**src/hdl/ttps_pkg.sv**
```systemverilog
`timescale 1ns / 1ps

package ttps_pkg;

  localparam int unsigned KeyW   = 64;
  localparam int unsigned DepthW = 8;
  localparam int unsigned ScoreW = 32;
  localparam int unsigned KindW  = 2;

  // Depth of the queue between front and back.
  localparam int unsigned QueueDepth = 2;

  typedef enum logic {
    OP_PROBE = 1'b0,
    OP_STORE = 1'b1
  } op_e;

  typedef enum logic [KindW-1:0] {
    KIND_EXACT = 2'd0,
    KIND_UPPER = 2'd1,
    KIND_LOWER = 2'd2
  } kind_e;

  // Classified command handed from front to back.
  typedef struct packed {
    op_e                      op;
    logic [KeyW-1:0]          key;
    logic [DepthW-1:0]        depth;
    logic signed [ScoreW-1:0] alpha;
    logic signed [ScoreW-1:0] beta;
    logic signed [ScoreW-1:0] score;
    logic [KindW-1:0]         kind;
  } cmd_t;

  // One table slot as held in the RAM.
  typedef struct packed {
    logic                     valid;
    logic [KeyW-1:0]          key;
    logic [DepthW-1:0]        depth;
    logic signed [ScoreW-1:0] score;
    logic [KindW-1:0]         kind;
  } entry_t;

  // Status reported by the back part to the front part.
  typedef struct packed {
    logic clearing;
  } back_stat_t;

endpackage

```
**src/hdl/ttps_queue.sv**
```systemverilog
`timescale 1ns / 1ps

module ttps_queue
  import ttps_pkg::*;
(
  input  logic clk_i,
  input  logic rst_ni,
  input  logic push_valid_i,
  input  cmd_t push_cmd_i,
  output logic push_ready_o,
  output logic pop_valid_o,
  output cmd_t pop_cmd_o,
  input  logic pop_ready_i
);

  localparam int unsigned PtrW = $clog2(QueueDepth);
  localparam int unsigned CntW = $clog2(QueueDepth + 1);

  cmd_t            ent_q [QueueDepth];
  logic [PtrW-1:0] wr_ptr_q, wr_ptr_d;
  logic [PtrW-1:0] rd_ptr_q, rd_ptr_d;
  logic [CntW-1:0] cnt_q, cnt_d;
  logic            push, pop;

  assign push_ready_o = (cnt_q != CntW'(QueueDepth));
  assign pop_valid_o  = (cnt_q != '0);
  assign pop_cmd_o    = ent_q[rd_ptr_q];
  assign push         = push_valid_i && push_ready_o;
  assign pop          = pop_valid_o && pop_ready_i;

  always_comb begin
    wr_ptr_d = wr_ptr_q;
    rd_ptr_d = rd_ptr_q;
    cnt_d    = cnt_q;
    if (push) begin
      wr_ptr_d = (wr_ptr_q == PtrW'(QueueDepth - 1)) ? '0 : wr_ptr_q + 1'b1;
    end
    if (pop) begin
      rd_ptr_d = (rd_ptr_q == PtrW'(QueueDepth - 1)) ? '0 : rd_ptr_q + 1'b1;
    end
    if (push && !pop) begin
      cnt_d = cnt_q + 1'b1;
    end else if (pop && !push) begin
      cnt_d = cnt_q - 1'b1;
    end
  end

  always_ff @(posedge clk_i or negedge rst_ni) begin
    if (!rst_ni) begin
      wr_ptr_q <= '0;
      rd_ptr_q <= '0;
      cnt_q    <= '0;
    end else begin
      wr_ptr_q <= wr_ptr_d;
      rd_ptr_q <= rd_ptr_d;
      cnt_q    <= cnt_d;
    end
  end

  always_ff @(posedge clk_i) begin
    if (push) begin
      ent_q[wr_ptr_q] <= push_cmd_i;
    end
  end

endmodule

```
**config.mk**
```make
export PLATFORM = sky130hd
export DESIGN_NAME = ttps_queue
export DESIGN_NICKNAME = d
export VERILOG_FILES = /design/src/hdl/ttps_pkg.sv /design/src/hdl/ttps_queue.sv
export SDC_FILE = /design/constraint.sdc
export NUM_CORES = 1
export LEC_CHECK = 0
export ABC_AREA = 1
export BUFFER_PORTS_ARGS = -buffer_cell sky130_fd_sc_hd__clkbuf_2
export CAP_MARGIN = 20
export CORE_MARGIN = 4
export CORE_UTILIZATION = 35
export CTS_CLUSTER_DIAMETER = 30
export DETAILED_ROUTE_END_ITERATION = 10
export SYNTH_ARGS = -nofsm -noshare
export SYNTH_HDL_FRONTEND = slang
export SYNTH_SLANG_ARGS = --single-unit
```
**constraint.sdc**
```tcl
create_clock -name clk_i -period 10.85 [get_ports clk_i]
set_input_delay 3.255 -clock clk_i [delete_from_list [all_inputs] [get_ports clk_i]]
set_output_delay 3.255 -clock clk_i [all_outputs]
set_load 0.02 [all_outputs]
```
# After elaboration in Yosys (flattened, before gate mapping)
# Memory sizes are Yosys's and may differ from the RTL's.
# Cells that the tools add are included.
# W data, S select, Z words.
# word_totals
out_inout_bits	173
register_bits	4
mem_bits_rw	342
in_bits	175
elab_cells	23
mem_count	1
# classes
mux	6
eq_ne	1
reduce_logical	8
add_sub_neg	4
# mem_list
name	words	word_bits	rd	rd_clocked_by_memory_dff	wr	line_no	source
ent_q	2	171	1	0	1	ttps_queue.sv:19	cmd_t ent_q [QueueDepth];
# op_table
op	count
$logic_and A1 B1 Y1	4
$mux W1	4
$mux W2	2
$reduce_bool A2 Y1	2
$add A1 B1 Y1 const B	2
$add A2 B1 Y2 const B	1
$logic_not A1 Y1	2
$ne A2 B2 Y1 const B	1
$sub A2 B1 Y2 const B	1

# Logic depth before layout (Yosys ltp)
# depth
word_depth	6
ltp_mapped	10
depth_no_buf	10

# Worst setup path before layout
# No wires, ideal clock.
# synth_timing
kind	input -> register
from	input port push_valid_i
to	memory ent_q[0][0] (netlist name) (enable)
n_path_buf	0
path_slack_ps	-319
setup_ps	705
required_ps	10145
cell_stages	2
t_arrival_ps	10464
path_cell_list	nand2_1 > nor2_1
# synth_between
elab_chain_cells	3
# synth_lines
element	line_no	source
start, declared	ttps_queue.sv:8	input logic push_valid_i,
$logic_and A1 B1 Y1	ttps_queue.sv:28	assign push = push_valid_i && push_ready_o;
$mux W1	ttps_queue.sv:61	if (push) begin
$mux W1 (implied by the code)	ttps_queue.sv:62	ent_q[wr_ptr_q] <= push_cmd_i;
end, declared	ttps_queue.sv:19	
# Every way passes these cells.

==> metrics.txt <==
vias per inst 4.47; area of the die between 30,000 and 40,000 sq um; CP max FO between 90 and 100; hold-fix buffers at CTS 0; Critical Path End Type output pin; post-CTS setup buffer count 0; Synth Cell Area about 13,000 sq um; Storage cell area between 10,000 and 15,000 sq um; Post-CTS Resized 0; post-synth top area share 0.814; Yosys reg bits between 300 and 400; clk root buf clkbuf_16; Initial Util 0.355; Most Crowded Layer GR met2; antenna-violating nets left 0; Global Route Usage Sum 0.147; Final Wtd Congestion just under 0.8; Power Density between 300 and 400 nW/um^2; FILL cells 3,120; part of the cycle the worst path needs 0.594; Critical Path RT 7.60 ns; clock tree buffer depth 3; leak pwr approximately 7.6 nW; Seq/Total Area, Yosys 0.822; Max Slew Vio Count 0; Worst slew margin 0.319; status finished, final reports clean; total grt overflow 0; Multi-input gate area approximately 2000 sq um; routed vias roughly 8,200; H-tree depth 3; Tot Pwr 5.78 mW; Mean Syn Cell Area ~14 sq um; Yosys warnings 0; Critical Path Source Type flip-flop; layout cell share with drive strength beyond 1 0.349; GRT met2 Usage 0.225; Net count, final between 1,000 and 1,500; maximum vdd ir drop approximately 0.00021 V; WL/cell 16.2 um; Fin. Hold Viols 0; global-route wire length before repair about 45,000 um; WS Path Type reg2out; IO buf count approximately 350; Post-Syn Instances 921; unrepaired setup endpoints after global routing no; worst r2r dst ent_q[0][2]$_DFFE_PP_; CTS tree done; arrival time worst endpoint 3.19 ns; Ports around 350; largest net degree at the start of global routing ~170; Hold Path Class reg2reg; DPL Wire Length between 15,000 and 20,000 um; met1 Resource Use GR 0.185; Worst-path clk slew 0.04 ns; vias in the first global route around 8,200; fin util 0.489; drt pass-1 iters 4; Netlist cell types 14; antenna violations before repair 1; min cycle time layout 6.45 ns; antenna cells 0; Slew @ Worst Pin between 1 and 1.5 ns; clk_skew between 0.01 and 0.015 ns; Rows roughly 70; Worst Reg2Reg Path Length in Cells 6; DR iter-0 viols between 300 and 400; FF-to-FF Start cnt_q[0]$_DFFE_PN0P_; worst skew pair latency between 0.5 and 0.6 ns; Hold Path Sink cnt_q[0]$_DFFE_PN0P_; chip width between 150 and 200 um; fmax between 150 and 200 MHz; global-route track usage on met3 0.0677; cell taking the most area after synthesis edfxtp_1; max-cap check violation count 0; final instance area 17,400 sq um; syn_nets around 1,100; Core Area about 36,000 sq um; FF-to-FF setup slack 7.92 ns; worst hold stages 1; Synth area leaders edfxtp_1 81%, nand2_1 16%, dfrtp_1 0.79%; TritonCTS Sinks 346; Chip Height just under 200 um; hold_sp cnt_q[0]$_DFFE_PN0P_; TritonCTS buffer count 76; Area growth syn-to-layout 37.8%; final setup fails 0; post-route DRC violation count 0; Total Wirelength approximately 30,000 um; placed cell area about 15,000 sq um
## cells by family (layout without fill, tap and decap cells)
kind of cell | Yosys count | after routing | share of synthesized area
XOR/XNOR | 2 | 2 | 0.00139
buffers and inverters | 44 | 499 | 0.0177
AND/OR/NAND/NOR | 528 | 528 | 0.158
adder cells (fa/ha/maj) | 1 | 1 | 0.000992
flip-flops | 346 | 346 | 0.822
## how the worst max path moves through the flow
stage | from | depth (start not counted) | slack [ns] | to
floorplan | push_valid_i | 2 | -0.32 | ent_q[0][0]$_DFFE_PP_
global placement | rd_ptr_q$_DFFE_PN0P_ | 5 | 5.02 | pop_cmd_o[149]
detailed placement | rd_ptr_q$_DFFE_PN0P_ | 5 | 5.00 | pop_cmd_o[149]
CTS | rd_ptr_q$_DFFE_PN0P_ | 5 | 4.39 | pop_cmd_o[149]
global route | rd_ptr_q$_DFFE_PN0P_ | 5 | 4.21 | pop_cmd_o[63]
finish | rd_ptr_q$_DFFE_PN0P_ | 5 | 4.40 | pop_cmd_o[49]
## final cells by class
cell class / instances / area share
tap: 461 / 0.0332
sequential: 346 / 0.597
clock buffer: 82 / 0.112
clock inverter: 56 / 0.0354
inverter: 7 / 0.00180
multi-input combinational: 531 / 0.117
timing repair buffer: 354 / 0.104
## layout by cell type (no fill, tap or decap), drive strengths merged
cell / count
edfxtp: 342
buf: 7
nand2: 523
xnor2: 1
dfrtp: 4
ha: 1
clkbuf: 429
nor2: 2
nand4: 1
nand3: 2
clkinvlp: 7
clkinv: 35
inv: 10
xor2: 1
bufinv: 11
## through the flow
step / setup TNS, ns / hold slack (ns) / worst slack (ns) / cells
2_1_floorplan: -109.19 / 0.462 / -0.319 / 921
3_3_place_gp: 0 / 0.481 / 5.02 / 1699
3_5_place_dp: 0 / 0.493 / 5.00 / 1699
4_1_cts: 0 / 0.498 / 4.39 / 1837
5_1_grt: 0 / 0.512 / 4.21 / 1837
6_report: 0 / 0.498 / 4.40 / 1837
## layer usage
layer  vias up  wire, um
met1      3903     12300
met4         0       478
li1       3945         -
met5         -         0
met2       316     13900
met3        43      3200
## Yosys cell counts
library cell  count
buf_2            19
buf_4             9
clkbuf_1          9
dfrtp_1           4
edfxtp_1        342
ha_1              1
inv_1             6
inv_2             1
nand2_1         523
nand3_1           2
nand4_1           1
nor2_1            2
xnor2_1           1
xor2_1            1
## flip-flops by register name, indices dropped and copies added (netlist names)
signal,count
ent_q,342
wr_ptr_q,1
cnt_q,2
rd_ptr_q,1
## worst max-delay path, cell delays in order (launching register included)
cell	delay (ns)
dfrtp_4	0.64
inv_6	0.51
buf_4	0.82
nand2_1	0.12
nand2_1	0.13
clkbuf_2	0.18
## where the power goes
group | switching [mW] | internal (mW) | total, mW
clock | 0.699 | 1.55 | 2.25
combinational | 1.20 | 0.414 | 1.61
sequential | 0.0829 | 1.84 | 1.92
(Power assumes the default switching activity.)
