File: config.mk
export PLATFORM = sky130hd
export DESIGN_NAME = ttps_front_flat
export DESIGN_NICKNAME = d
export VERILOG_FILES = /design/src/hdl/ttps_pkg.sv /design/src/hdl/ttps_in_if.sv /design/src/hdl/ttps_front.sv /design/src/flat_wrapper.sv
export SDC_FILE = /design/constraint.sdc
export NUM_CORES = 1
export LEC_CHECK = 0
export ABC_CLOCK_PERIOD_IN_PS = 18500
export BUFFER_PORTS_ARGS = -buffer_cell sky130_fd_sc_hd__buf_2
export CELL_PAD_IN_SITES_DETAIL_PLACEMENT = 1
export CELL_PAD_IN_SITES_GLOBAL_PLACEMENT = 1
export CORE_AREA = 2 2 135 137
export DETAILED_ROUTE_END_ITERATION = 16
export DIE_AREA = 0 0 137 139
export GPL_TIMING_DRIVEN = 0
export PLACE_DENSITY_LB_ADDON = 0.1
export RECOVER_POWER = 50
export SKIP_CTS_REPAIR_TIMING = 1
export SYNTH_ARGS = -nofsm -noshare
export SYNTH_HDL_FRONTEND = slang
export SYNTH_SLANG_ARGS = --single-unit
File: constraint.sdc
create_clock -name clk_i -period 18.5 [get_ports clk_i]
set_input_delay 0.925 -clock clk_i [delete_from_list [all_inputs] [get_ports clk_i]]
set_output_delay 0.925 -clock clk_i [all_outputs]
set_load 0.02 [all_outputs]
File: src/hdl/ttps_pkg.sv
`timescale 1ns / 1ps

package ttps_pkg;

  localparam int unsigned KeyW   = 64;
  localparam int unsigned DepthW = 8;
  localparam int unsigned ScoreW = 32;
  localparam int unsigned KindW  = 2;

  // Depth of the queue between front and back.
  localparam int unsigned QueueDepth = 2;

  typedef enum logic {
    OP_PROBE = 1'b0,
    OP_STORE = 1'b1
  } op_e;

  typedef enum logic [KindW-1:0] {
    KIND_EXACT = 2'd0,
    KIND_UPPER = 2'd1,
    KIND_LOWER = 2'd2
  } kind_e;

  // Classified command handed from front to back.
  typedef struct packed {
    op_e                      op;
    logic [KeyW-1:0]          key;
    logic [DepthW-1:0]        depth;
    logic signed [ScoreW-1:0] alpha;
    logic signed [ScoreW-1:0] beta;
    logic signed [ScoreW-1:0] score;
    logic [KindW-1:0]         kind;
  } cmd_t;

  // One table slot as held in the RAM.
  typedef struct packed {
    logic                     valid;
    logic [KeyW-1:0]          key;
    logic [DepthW-1:0]        depth;
    logic signed [ScoreW-1:0] score;
    logic [KindW-1:0]         kind;
  } entry_t;

  // Status reported by the back part to the front part.
  typedef struct packed {
    logic clearing;
  } back_stat_t;

endpackage

File: src/hdl/ttps_in_if.sv
`timescale 1ns / 1ps

interface ttps_in_if;
  logic               valid;
  logic               ready;
  logic               mode;
  logic [63:0]        position_key;
  logic [7:0]         search_depth;
  logic signed [31:0] lower_bound;
  logic signed [31:0] upper_bound;
  logic signed [31:0] score;
  logic [1:0]         bound_kind;

  modport source (
    output valid, mode, position_key, search_depth, lower_bound, upper_bound, score,
           bound_kind,
    input  ready
  );

  modport sink (
    input  valid, mode, position_key, search_depth, lower_bound, upper_bound, score,
           bound_kind,
    output ready
  );
endinterface

File: src/hdl/ttps_front.sv
`timescale 1ns / 1ps

module ttps_front
  import ttps_pkg::*;
(
  input  logic       clk_i,
  input  logic       rst_ni,
  ttps_in_if.sink    in_i,
  input  back_stat_t stat_i,
  output logic       push_valid_o,
  output cmd_t       push_cmd_o,
  input  logic       push_ready_i
);

  logic valid_q, valid_d;
  cmd_t cmd_q, cmd_d;
  logic take;

  // Hold off input transactions while the table is being cleared.
  assign in_i.ready = !stat_i.clearing && (!valid_q || push_ready_i);
  assign take       = in_i.valid && in_i.ready;

  always_comb begin
    valid_d = valid_q;
    cmd_d   = cmd_q;
    if (valid_q && push_ready_i) begin
      valid_d = 1'b0;
    end
    if (take) begin
      valid_d     = 1'b1;
      cmd_d.op    = in_i.mode ? OP_STORE : OP_PROBE;
      cmd_d.key   = in_i.position_key;
      cmd_d.depth = in_i.search_depth;
      cmd_d.alpha = in_i.lower_bound;
      cmd_d.beta  = in_i.upper_bound;
      cmd_d.score = in_i.score;
      cmd_d.kind  = in_i.bound_kind;
    end
  end

  always_ff @(posedge clk_i or negedge rst_ni) begin
    if (!rst_ni) begin
      valid_q <= 1'b0;
    end else begin
      valid_q <= valid_d;
    end
  end

  always_ff @(posedge clk_i) begin
    cmd_q <= cmd_d;
  end

  assign push_valid_o = valid_q;
  assign push_cmd_o   = cmd_q;

endmodule

File: src/flat_wrapper.sv
// flat-port wrapper written by rule: the top's interface ports become plain ports
module ttps_front_flat import ttps_pkg::*;
  (clk_i, rst_ni, stat_i, push_valid_o, push_cmd_o, push_ready_i, in_i_valid, in_i_mode, in_i_position_key, in_i_search_depth, in_i_lower_bound, in_i_upper_bound, in_i_score, in_i_bound_kind, in_i_ready);
  ttps_in_if in_i_i ();
  input  logic clk_i;
  input  logic rst_ni;
  input  back_stat_t stat_i;
  output logic push_valid_o;
  output cmd_t push_cmd_o;
  input  logic push_ready_i;
  input wire logic [$bits(in_i_i.valid)-1:0] in_i_valid;
  input wire logic [$bits(in_i_i.mode)-1:0] in_i_mode;
  input wire logic [$bits(in_i_i.position_key)-1:0] in_i_position_key;
  input wire logic [$bits(in_i_i.search_depth)-1:0] in_i_search_depth;
  input wire logic [$bits(in_i_i.lower_bound)-1:0] in_i_lower_bound;
  input wire logic [$bits(in_i_i.upper_bound)-1:0] in_i_upper_bound;
  input wire logic [$bits(in_i_i.score)-1:0] in_i_score;
  input wire logic [$bits(in_i_i.bound_kind)-1:0] in_i_bound_kind;
  output wire logic [$bits(in_i_i.ready)-1:0] in_i_ready;
  assign in_i_i.valid = in_i_valid;
  assign in_i_i.mode = in_i_mode;
  assign in_i_i.position_key = in_i_position_key;
  assign in_i_i.search_depth = in_i_search_depth;
  assign in_i_i.lower_bound = in_i_lower_bound;
  assign in_i_i.upper_bound = in_i_upper_bound;
  assign in_i_i.score = in_i_score;
  assign in_i_i.bound_kind = in_i_bound_kind;
  assign in_i_ready = in_i_i.ready;
  ttps_front u_core (.clk_i(clk_i), .rst_ni(rst_ni), .in_i(in_i_i), .stat_i(stat_i), .push_valid_o(push_valid_o), .push_cmd_o(push_cmd_o), .push_ready_i(push_ready_i));
endmodule
==> After elaboration in Yosys (flattened, before gate mapping) <==
Cells that the tools add are included.
{ "op_classes": {"n_reduce_logical": 7, "n_mux": 3} }
{ "op_table": {"columns": ["operator", "count"], "rows": [
  ["logical AND 1 bit", 3],
  ["2-to-1 mux 1 bit", 3],
  ["zero test 1 bit", 2],
  ["nonzero test 2 bit", 1],
  ["logical OR 1 bit", 1]
]} }
{ "totals": {"in_bits": 176, "word_cells": 18, "output_inout_bits": 173, "ff_bits": 172} }

==> Depth between registers and ports, before layout <==
Gate-level depths: netlist of run 1.
{ "depth": {"word_depth": 5, "ltp_mapped": 2, "depth_no_buf": 2} }

==> Least setup slack after synthesis of run 1 <==
OpenSTA, ideal clock, no wires.
{ "synth_path": {"kind": "in2reg", "from": "in stat_i", "to": "reg u_core.cmd_q (netlist bit u_core.push_cmd_o[0]) (enable)", "t_arrival_ps": 8169, "path_stages": 2, "setup_slack_ps": 9627, "t_required_ps": 17796, "path_cell_list": "nand2b_1 -> nor2_1"} }
{ "synth_via": {"elab_chain_len": 3} }
{ "synth_lines": {"columns": ["item", "line", "source"], "rows": [
  ["start, declared", "flat_wrapper.sv:7", "input back_stat_t stat_i;"],
  ["zero test 1 bit", "ttps_front.sv:20", "assign in_i.ready = !stat_i.clearing && (!valid_q || push_ready_i);"],
  ["logical AND 1 bit", "ttps_front.sv:20", null],
  ["logical AND 1 bit", "ttps_front.sv:21", "assign take = in_i.valid && in_i.ready;"],
  ["named net u_core.take", "ttps_front.sv:17", "logic take;"],
  ["end signal, assigned", "ttps_front.sv:50", "cmd_q <= cmd_d;"],
  ["end, declared", "ttps_front.sv:16", "cmd_t cmd_q, cmd_d;"]
]} }
The timed path passes the listed nets, and every way through them passes these cells.
A chain may end at the register's enable or synchronous reset.

==> Final worst setup path of run 1 <==
{ "layout_path": {"from": "in stat_i", "to": "reg u_core.cmd_q (netlist bit u_core.push_cmd_o[116]) (enable)"} }
Same word-level chain as after synthesis.

==> impl_metrics.toml, run 1 <==
[outcome]
status = "finished with violations"
violations = "max-capacitance violations, max-slew violations"

[global_route]
met1_usage = 0.146
use_met2 = 0.252
use_met3 = 0.0830
grt_max_degree = 37
antenna_found_initial = 0
first_global_vias = 3548
overflow = 0
gr-max-usage-layer = "met2"
grt_pass1_wl_microns = 20100
track_usage = 0.146

[route]
drt_iter0_drc = 130
routed-via-count = 3210
drtAntennaViolNets = 0
firstDrtPassIters = 4
post-route-drc-count = 0
viasPerCell = 4.06
routedWlPerCell_microns = 17.7
wl_microns = 14000

[floorplanning]
initial_core_util = 0.294
coreArea_sq_um = 17700
rows = 49
die_w_microns = 137
die_y_microns = 139
dieArea_sq_um = 19000
io_pins = 349

[critical_path]
crit_required_ns = 18.61
crit_chain = "buf_2 -> nand2b_1 -> nor2_1 -> clkbuf_1 -> buf_12"
cp_max_fo = 36
ff2ff_path_depth = 4
max_stage_delay_ns = 1.37
slowest_stage = "clkbuf_1"
reg2reg_slack_ns = 15.18
cp-end-kind = "flop"
cp.arrival_ns = 3.67
worstSetupPathType = "in2reg"
setup.worst_path.start_class = "input port"

[timing]
finalCritPeriodShare = 0.192
hold_viol = 0
fmax_mhz = 281
finalClockSkew_ns = 0.00996
setup_viol = 0
maxSlewHeadroom = -0.251
hold_ws_ns = 0.263
tns_ns = 0
slew_viol_final = 67
rsz0062_at_grt = "no"
worst_slack_ns = 14.94
worst_pin_slew_ns = 1.88
fin_crit_ns = 3.56

[yosys]
synth_seq_cells = 172
synthesis.nets = 353
yosys_warnings = 0
netlist_instances = 177
ys_seq_area_frac = 0.993
syn_area_per_cell_sq_um = 29.3
synth_cell_type_count = 5
syn-cell-area_sq_um = 5190

[layout]
num-fill-cells = 1844
syn2layout_area_growth_pct = 51.0
n_antenna_cell = 0
drive_above_1_share = 0.673
finalNetCount = 725
finalInstanceArea_sq_um = 7840

[clock_network]
clk_path_buf_depth = 2
root_buffer = "clkbuf_16"
cts_tree = "built"
cts_sinks = 172
path_clk_slew_ns = 0.07
insertion_delay_ns = 0.42
numCtsBuffers = 17
htreeDepth = 4

[place]
placed_area_sq_um = 7340
dp_slack_ns = 15.95
io_buffers = 348
gp_congestion = 0.727
dp.final_hpwl_microns = 10900

[power]
p_per_area_nw_per_um2 = 110
cellLeakagePower_nw = 3.27
ir_drop_uv = 58.1

[worst_hold_path]
hp-class = "in2async"

[flow_run]
cap_violations = 2
sequential cells by signal (all words and copies together), names as in the netlist:
signal and count:
u_core.push_valid_o 1, u_core.push_cmd_o 171
metrics by stage:
step,util,instances,power (W)
3_3_place_gp,0.409,754,0.000529
3_5_place_dp,0.416,759,0.000528
5_1_grt,0.444,791,0.000896
6_report,0.444,791,0.000862
4_1_cts,0.448,791,0.000877
2_1_floorplan,-,177,0.000493
final cells by class:
type	count	area (sq um)	area share
Sequential cell	172	5160	0.658
Multi-Input combinational cell	5	33.8	0.00431
Clock buffer	18	429	0.0547
Timing Repair Buffer	353	1790	0.228
Clock inverter	14	143	0.0182
Tap cell	229	287	0.0365
synthesized netlist by cell type:
| cell | count | area [sq um] |
|---|---|---|
| dfrtp_1 | 1 | 25.0 |
| nor2_1 | 2 | 7.51 |
| nand2b_1 | 2 | 12.5 |
| edfxtp_1 | 171 | 5130 |
| nor2b_4 | 1 | 13.8 |
cells by family (layout without fill, tap and decap cells):
group / Yosys count / after routing / share of synthesized area
flops: 172 / 172 / 0.993
buf+inv: 0 / 385 / 0
simple gates: 5 / 5 / 0.00650
metal layers:
metal / part of all wire / routed length (microns)
met1: 0.34 / 4720
met2: 0.52 / 7220
met3: 0.13 / 1870
met4: 0.013 / 183
met5: 0 / 0
final timing paths:
| kind | startpoint | to |
|---|---|---|
| max | stat_i | u_core.push_cmd_o[116]$_DFFE_PP_ |
| min | rst_ni | u_core.push_valid_o$_DFFE_PN0P_ |
| max reg2reg | u_core.push_valid_o$_DFFE_PN0P_ | u_core.push_cmd_o[116]$_DFFE_PP_ |
| min reg2reg | u_core.push_valid_o$_DFFE_PN0P_ | u_core.push_valid_o$_DFFE_PN0P_ |
| max in group asynchronous | rst_ni | u_core.push_valid_o$_DFFE_PN0P_ |
| min in group clk_i | in_i_upper_bound[31] | u_core.push_cmd_o[65]$_DFFE_PP_ |
worst max-delay path, delay by kind of cell:
family / cells / cell delay, ns
AND/OR/NAND/NOR: 2 / 0.91
buffers and inverters: 3 / 1.79
where the power goes:
part | internal, W | switching [W]
logic | 0.0000241 | 0.0000400
registers | 0.000449 | 0.00000364
clock network | 0.000199 | 0.000146
total | 0.000672 | 0.000190
placed cells by master, fill, tap and decap left out, drive strengths merged:
cell type  Yosys  final
nor2b          1      1
nand2b         2      2
buf            0    348
bufinv         0      2
dfrtp          1      1
edfxtp       171    171
clkbuf         0     23
clkinv         0      4
inv            0      4
nor2           2      2
clkinvlp       0      4
No activity file was read; power rests on OpenSTA's default activity.
==> run 2: changes to the inputs <==
Settings changed: ABC_CLOCK_PERIOD_IN_PS 18500 to 3430.
Clock period 18.5 ns to 3.43 ns, I/O delays scaled along.
==> run 2 against run 1 <==
Synthesized cell count unchanged. Area after synthesis is the same. The run now fails in global routing (5_1_grt).
==> impl_metrics.toml, run 2 <==
[place]
dp.final_hpwl_microns = 11100
io_buffers = 348
dp_slack_ns = 1.36
placed_area_sq_um = 7340
gp_congestion = 0.738

[yosys]
syn-cell-area_sq_um = 5190
synth_area_leaders = "edfxtp_1 (99%), dfrtp_1 (0.48%), nor2b_4 (0.26%), nand2b_1 (0.24%), nor2_1 (0.14%)"
yosys-top-cells-count = "edfxtp_1 (171), nand2b_1 (2), nor2_1 (2)"
ys_seq_area_frac = 0.993
synth.most_common_cell = "edfxtp_1"
synth_cell_type_count = 5
yosysTopAreaCell = "edfxtp_1"
syn_area_per_cell_sq_um = 29.3
synthesis.nets = 353
synth_seq_cells = 172
netlist_instances = 177
synth.top_cell.area_share = 0.989
synth_flop_cell = "edfxtp_1"
yosys_warnings = 0
synth_edf_count = 171
ys_async_sr_fraction = 0.00581

[floorplanning]
initial_core_util = 0.294
rows = 49
io_pins = 349
die_y_microns = 139
die_w_microns = 137

[clock_network]
cts_sinks = 172
htreeDepth = 4
clk_path_buf_depth = 2
root_buffer = "clkbuf_16"
numCtsBuffers = 17

[outcome]
status = "did not finish"
firstError = "[ERROR RSZ-0060] Max buffer count reached."
lastStage = "global routing (5_1_grt)"

[global_route]
grt_max_degree = 37
## run 2: logic make-up after synthesis
logic type,after synthesis,synth area share
AND/OR/NAND/NOR,5,0.00650
flip-flops,172,0.993
## run 2: metrics by stage
step,hold WS [ns],cells
2_1_floorplan,-0.124,177
3_3_place_gp,-0.0497,754
3_5_place_dp,-0.0493,759
4_1_cts,-0.512,791
==> run 3: changes to the inputs <==
Settings changed: CELL_PAD_IN_SITES_DETAIL_PLACEMENT 1 to unset, CELL_PAD_IN_SITES_GLOBAL_PLACEMENT 1 to unset, CORE_AREA 2 2 135 137 to 2 2 165 167, DIE_AREA 0 0 137 139 to 0 0 167 169, PLACE_DENSITY_LB_ADDON 0.1 to 0.15.
==> run 3 against run 2 <==
The run now ends clean.
==> impl_metrics.toml, run 3 (synthesized netlist as in run 1, its figures left out) <==
[route]
firstDrtPassIters = 4
post-route-drc-count = 0
routedWlPerCell_microns = 14.2
routed-via-count = 3785
wl_microns = 15300
drtAntennaViolNets = 0
viasPerCell = 3.53
drt_iter0_drc = 178

[outcome]
status = "finished, final reports clean"

[timing]
fmax_mhz = 454
fin_crit_ns = 2.20
finalClockSkew_ns = 0.00713
finalCritPeriodShare = 0.642
maxSlewHeadroom = 0.654
worst_pin_slew_ns = 0.518
rsz0062_at_grt = "no"
tns_ns = 0
setup_viol = 0
hold_viol = 0
hold_ws_ns = 0.0624
slew_viol_final = 0

[clock_network]
path_clk_slew_ns = 0.07
cts_sinks = 172
root_buffer = "clkbuf_16"
numCtsBuffers = 17
insertion_delay_ns = 0.41
clk_path_buf_depth = 2
cts_tree = "built"
htreeDepth = 4

[global_route]
track_usage = 0.0950
first_global_vias = 3468
grt_max_degree = 35
antenna_found_initial = 0
overflow = 0
grt_pass1_wl_microns = 20000

[floorplanning]
initial_core_util = 0.196
die_y_microns = 169
dieArea_sq_um = 28200
coreArea_sq_um = 26500
io_pins = 349
die_w_microns = 167
rows = 60

[layout]
drive_above_1_share = 0.404
finalNetCount = 898
final_common_cell = "buf_2"
syn2layout_area_growth_pct = 86.9
largest_register_ff_count = 171
n_antenna_cell = 0
final_cells = 1073
num-fill-cells = 2585
finalInstanceArea_sq_um = 9710
final_cell_mix = "buf_2 (259), dlygate4sd3_1 (172), edfxtp_1 (171)"

[place]
gp_congestion = 0.729
placed_area_sq_um = 7510
io_buffers = 348
placedCellCount = 872
dp.final_hpwl_microns = 10900

[power]
cellLeakagePower_nw = 3.79
ir_drop_uv = 297
finalPower_w = 0.00491
p_per_area_nw_per_um2 = 506

[critical_path]
crit_required_ns = 3.53
cp_max_fo = 34
setup.worst_path.start_class = "flop"
worstSetupPathType = "reg2reg"
cp.arrival_ns = 2.31
cp-end-kind = "flop"

[worst_hold_path]
hp-class = "in2reg"

[flow_run]
cap_violations = 0
run 3: area by class of cell:
type | instances | area [sq um] | share of cell area
timing repair buffer | 526 | 3490 | 0.360
clock inverter | 12 | 165 | 0.0170
sequential | 172 | 5160 | 0.532
clock buffer | 17 | 425 | 0.0438
tap | 341 | 427 | 0.0440
multi-input combinational | 5 | 33.8 | 0.00348
run 3: final timing paths:
path	start	end	slack (ns)	cells after the start
max in group asynchronous	rst_ni	u_core.push_valid_o$_DFFE_PN0P_	3.27	2
max reg2reg	u_core.push_valid_o$_DFFE_PN0P_	u_core.push_cmd_o[91]$_DFFE_PP_	1.23	6
min in group asynchronous	rst_ni	u_core.push_valid_o$_DFFE_PN0P_	0.07	2
min	in_i_valid	u_core.push_valid_o$_DFFE_PN0P_	0.06	3
max	u_core.push_valid_o$_DFFE_PN0P_	u_core.push_cmd_o[91]$_DFFE_PP_	1.23	6
min reg2reg	u_core.push_valid_o$_DFFE_PN0P_	u_core.push_valid_o$_DFFE_PN0P_	0.76	2
run 3: critical path, cell delays in order (launching register included):
cell	delay (ns)
dfrtp_2	0.40
nor2b_1	0.17
nor2_4	0.42
buf_16	0.24
buf_16	0.19
buf_12	0.20
buf_12	0.22
run 3: metrics by stage:
stage	util	setup WS [ns]
floorplan	-	-0.0856
global placement	0.278	-1.02
detailed placement	0.284	1.23
CTS	0.306	1.21
global route	0.366	1.07
finish	0.366	1.23
run 3: power breakdown:
group          internal, W  switching, W  leakage, nW
clock network      0.00115      0.000820        0.272
registers          0.00242     0.0000212         1.60
logic             0.000258      0.000248         1.92
total              0.00382       0.00109         3.79
run 3: routing by layer:
layer | GRT usage | up-vias | share of wire
li1 | - | 1808 | -
met1 | 0.0994 | 1768 | 0.37
met2 | 0.160 | 196 | 0.52
met3 | 0.0512 | 13 | 0.088
met4 | 0.0382 | 0 | 0.017
met5 | 0 | - | 0
==> run 4: changes to the inputs <==
Settings changed: ABC_CLOCK_PERIOD_IN_PS 3430 to 2300.
Clock period 3.43 ns to 2.3 ns, I/O delays scaled along.
==> run 4 against run 3 <==
Non-clock buffer count is 3 higher. Routed wire length is 0.27% higher. Highest routed layer unchanged. Flip-flop and latch count stayed put.
==> impl_metrics.toml, run 4 (synthesized netlist as in run 1, its figures left out) <==
[outcome]
status = "finished, final reports clean"

[power]
p_per_area_nw_per_um2 = 753
cellLeakagePower_nw = 3.81
ir_drop_uv = 443

[route]
drtAntennaViolNets = 0
wl_microns = 15300
drt_iter0_drc = 168
viasPerCell = 3.54
firstDrtPassIters = 4
routed-via-count = 3806
post-route-drc-count = 0
routedWlPerCell_microns = 14.2

[global_route]
grt_pass1_wl_microns = 20000
track_usage = 0.0950
grt_max_degree = 35
antenna_found_initial = 0
first_global_vias = 3468
overflow = 0

[clock_network]
cts_sinks = 172
root_buffer = "clkbuf_16"
htreeDepth = 4
numCtsBuffers = 17
clk_path_buf_depth = 2
cts_tree = "built"
path_clk_slew_ns = 0.07
insertion_delay_ns = 0.41

[timing]
fin_crit_ns = 1.91
maxSlewHeadroom = 0.766
setup_viol = 0
worst_pin_slew_ns = 0.353
fmax_mhz = 524
finalCritPeriodShare = 0.830
hold_ws_ns = 0.0323
worst_slack_ns = 0.392
finalClockSkew_ns = 0.00706
hold_viol = 0
slew_viol_final = 0
rsz0062_at_grt = "no"

[critical_path]
setup.worst_path.start_class = "flop"
cp_max_fo = 34
crit_chain = "nor2b_1 -> nor2_4 -> buf_16 -> buf_16 -> buf_12 -> buf_12"
crit_family = "buffers and inverters"
max_stage_delay_ns = 0.40
crit_required_ns = 2.40
slowest_stage = "dfrtp_2"
cp.arrival_ns = 2.01
worstSetupPathType = "reg2reg"
cp-end-kind = "flop"
crit_buf_inv = 4

[layout]
finalInstanceArea_sq_um = 9730
final_core_util = 0.367
syn2layout_area_growth_pct = 87.4
final_common_cell = "buf_2"
largest_register_ff_count = 171
drive_above_1_share = 0.404
final_cell_mix = "buf_2 (259), dlygate4sd3_1 (174), edfxtp_1 (171)"
num-fill-cells = 2583
finalNetCount = 901
n_antenna_cell = 0

[place]
dp_slack_ns = 0.0955
placed_area_sq_um = 7510
dp.final_hpwl_microns = 10900
gp_congestion = 0.729
io_buffers = 348

[floorplanning]
initial_core_util = 0.196
die_w_microns = 167
coreArea_sq_um = 26500
io_pins = 349
rows = 60
die_y_microns = 169
dieArea_sq_um = 28200

[flow_run]
cap_violations = 0

[worst_hold_path]
hp-class = "in2reg"
[run 4: final timing paths]
check,from,endpoint,slack (ns),cells after the start
worst max-delay path,u_core.push_valid_o$_DFFE_PN0P_,u_core.push_cmd_o[91]$_DFFE_PP_,0.39,6
worst min-delay path,push_ready_i,u_core.push_valid_o$_DFFE_PN0P_,0.03,3
worst max register to register,u_core.push_valid_o$_DFFE_PN0P_,u_core.push_cmd_o[91]$_DFFE_PP_,0.39,6
worst min register to register,u_core.push_valid_o$_DFFE_PN0P_,u_core.push_valid_o$_DFFE_PN0P_,0.75,2
max in group asynchronous,rst_ni,u_core.push_valid_o$_DFFE_PN0P_,1.65,3
min in group asynchronous,rst_ni,u_core.push_valid_o$_DFFE_PN0P_,0.54,3
[run 4: final cells by class]
type	instances	area (sq um)	area share
Tap cell	341	427	0.0438
Sequential cell	172	5160	0.530
Multi-Input combinational cell	5	33.8	0.00347
Timing Repair Buffer	529	3520	0.362
Clock buffer	17	425	0.0437
Clock inverter	12	165	0.0170
[run 4: report_power, final]
group	leakage (nW)	internal (W)	switching, W	total [W]
Clock	0.272	0.00171	0.00122	0.00293
Sequential	1.60	0.00361	0.0000317	0.00364
Combinational	1.93	0.000388	0.000370	0.000759
Total	3.81	0.00571	0.00162	0.00733
[run 4: worst min-delay path: cells and delay by family]
family	cells	cell delay (ns)
buffers and inverters	1	0.08
AND/OR/NAND/NOR	2	0.21
[run 4: layer usage]
metal / global-route usage / wire length (microns) / share of wire
met5: 0 / 0 / 0
met2: 0.160 / 7990 / 0.52
met1: 0.0994 / 5730 / 0.37
met4: 0.0382 / 260 / 0.017
met3: 0.0512 / 1350 / 0.088
[run 4: stage by stage]
step	power (W)	TNS (ns)	cells
after floorplan	0.00394	-207.88	177
after global placement	0.00423	-362.68	866
after detailed placement	0.00426	0	872
after CTS	0.00724	0	901
after global routing	0.00765	0	1076
final	0.00733	0	1076
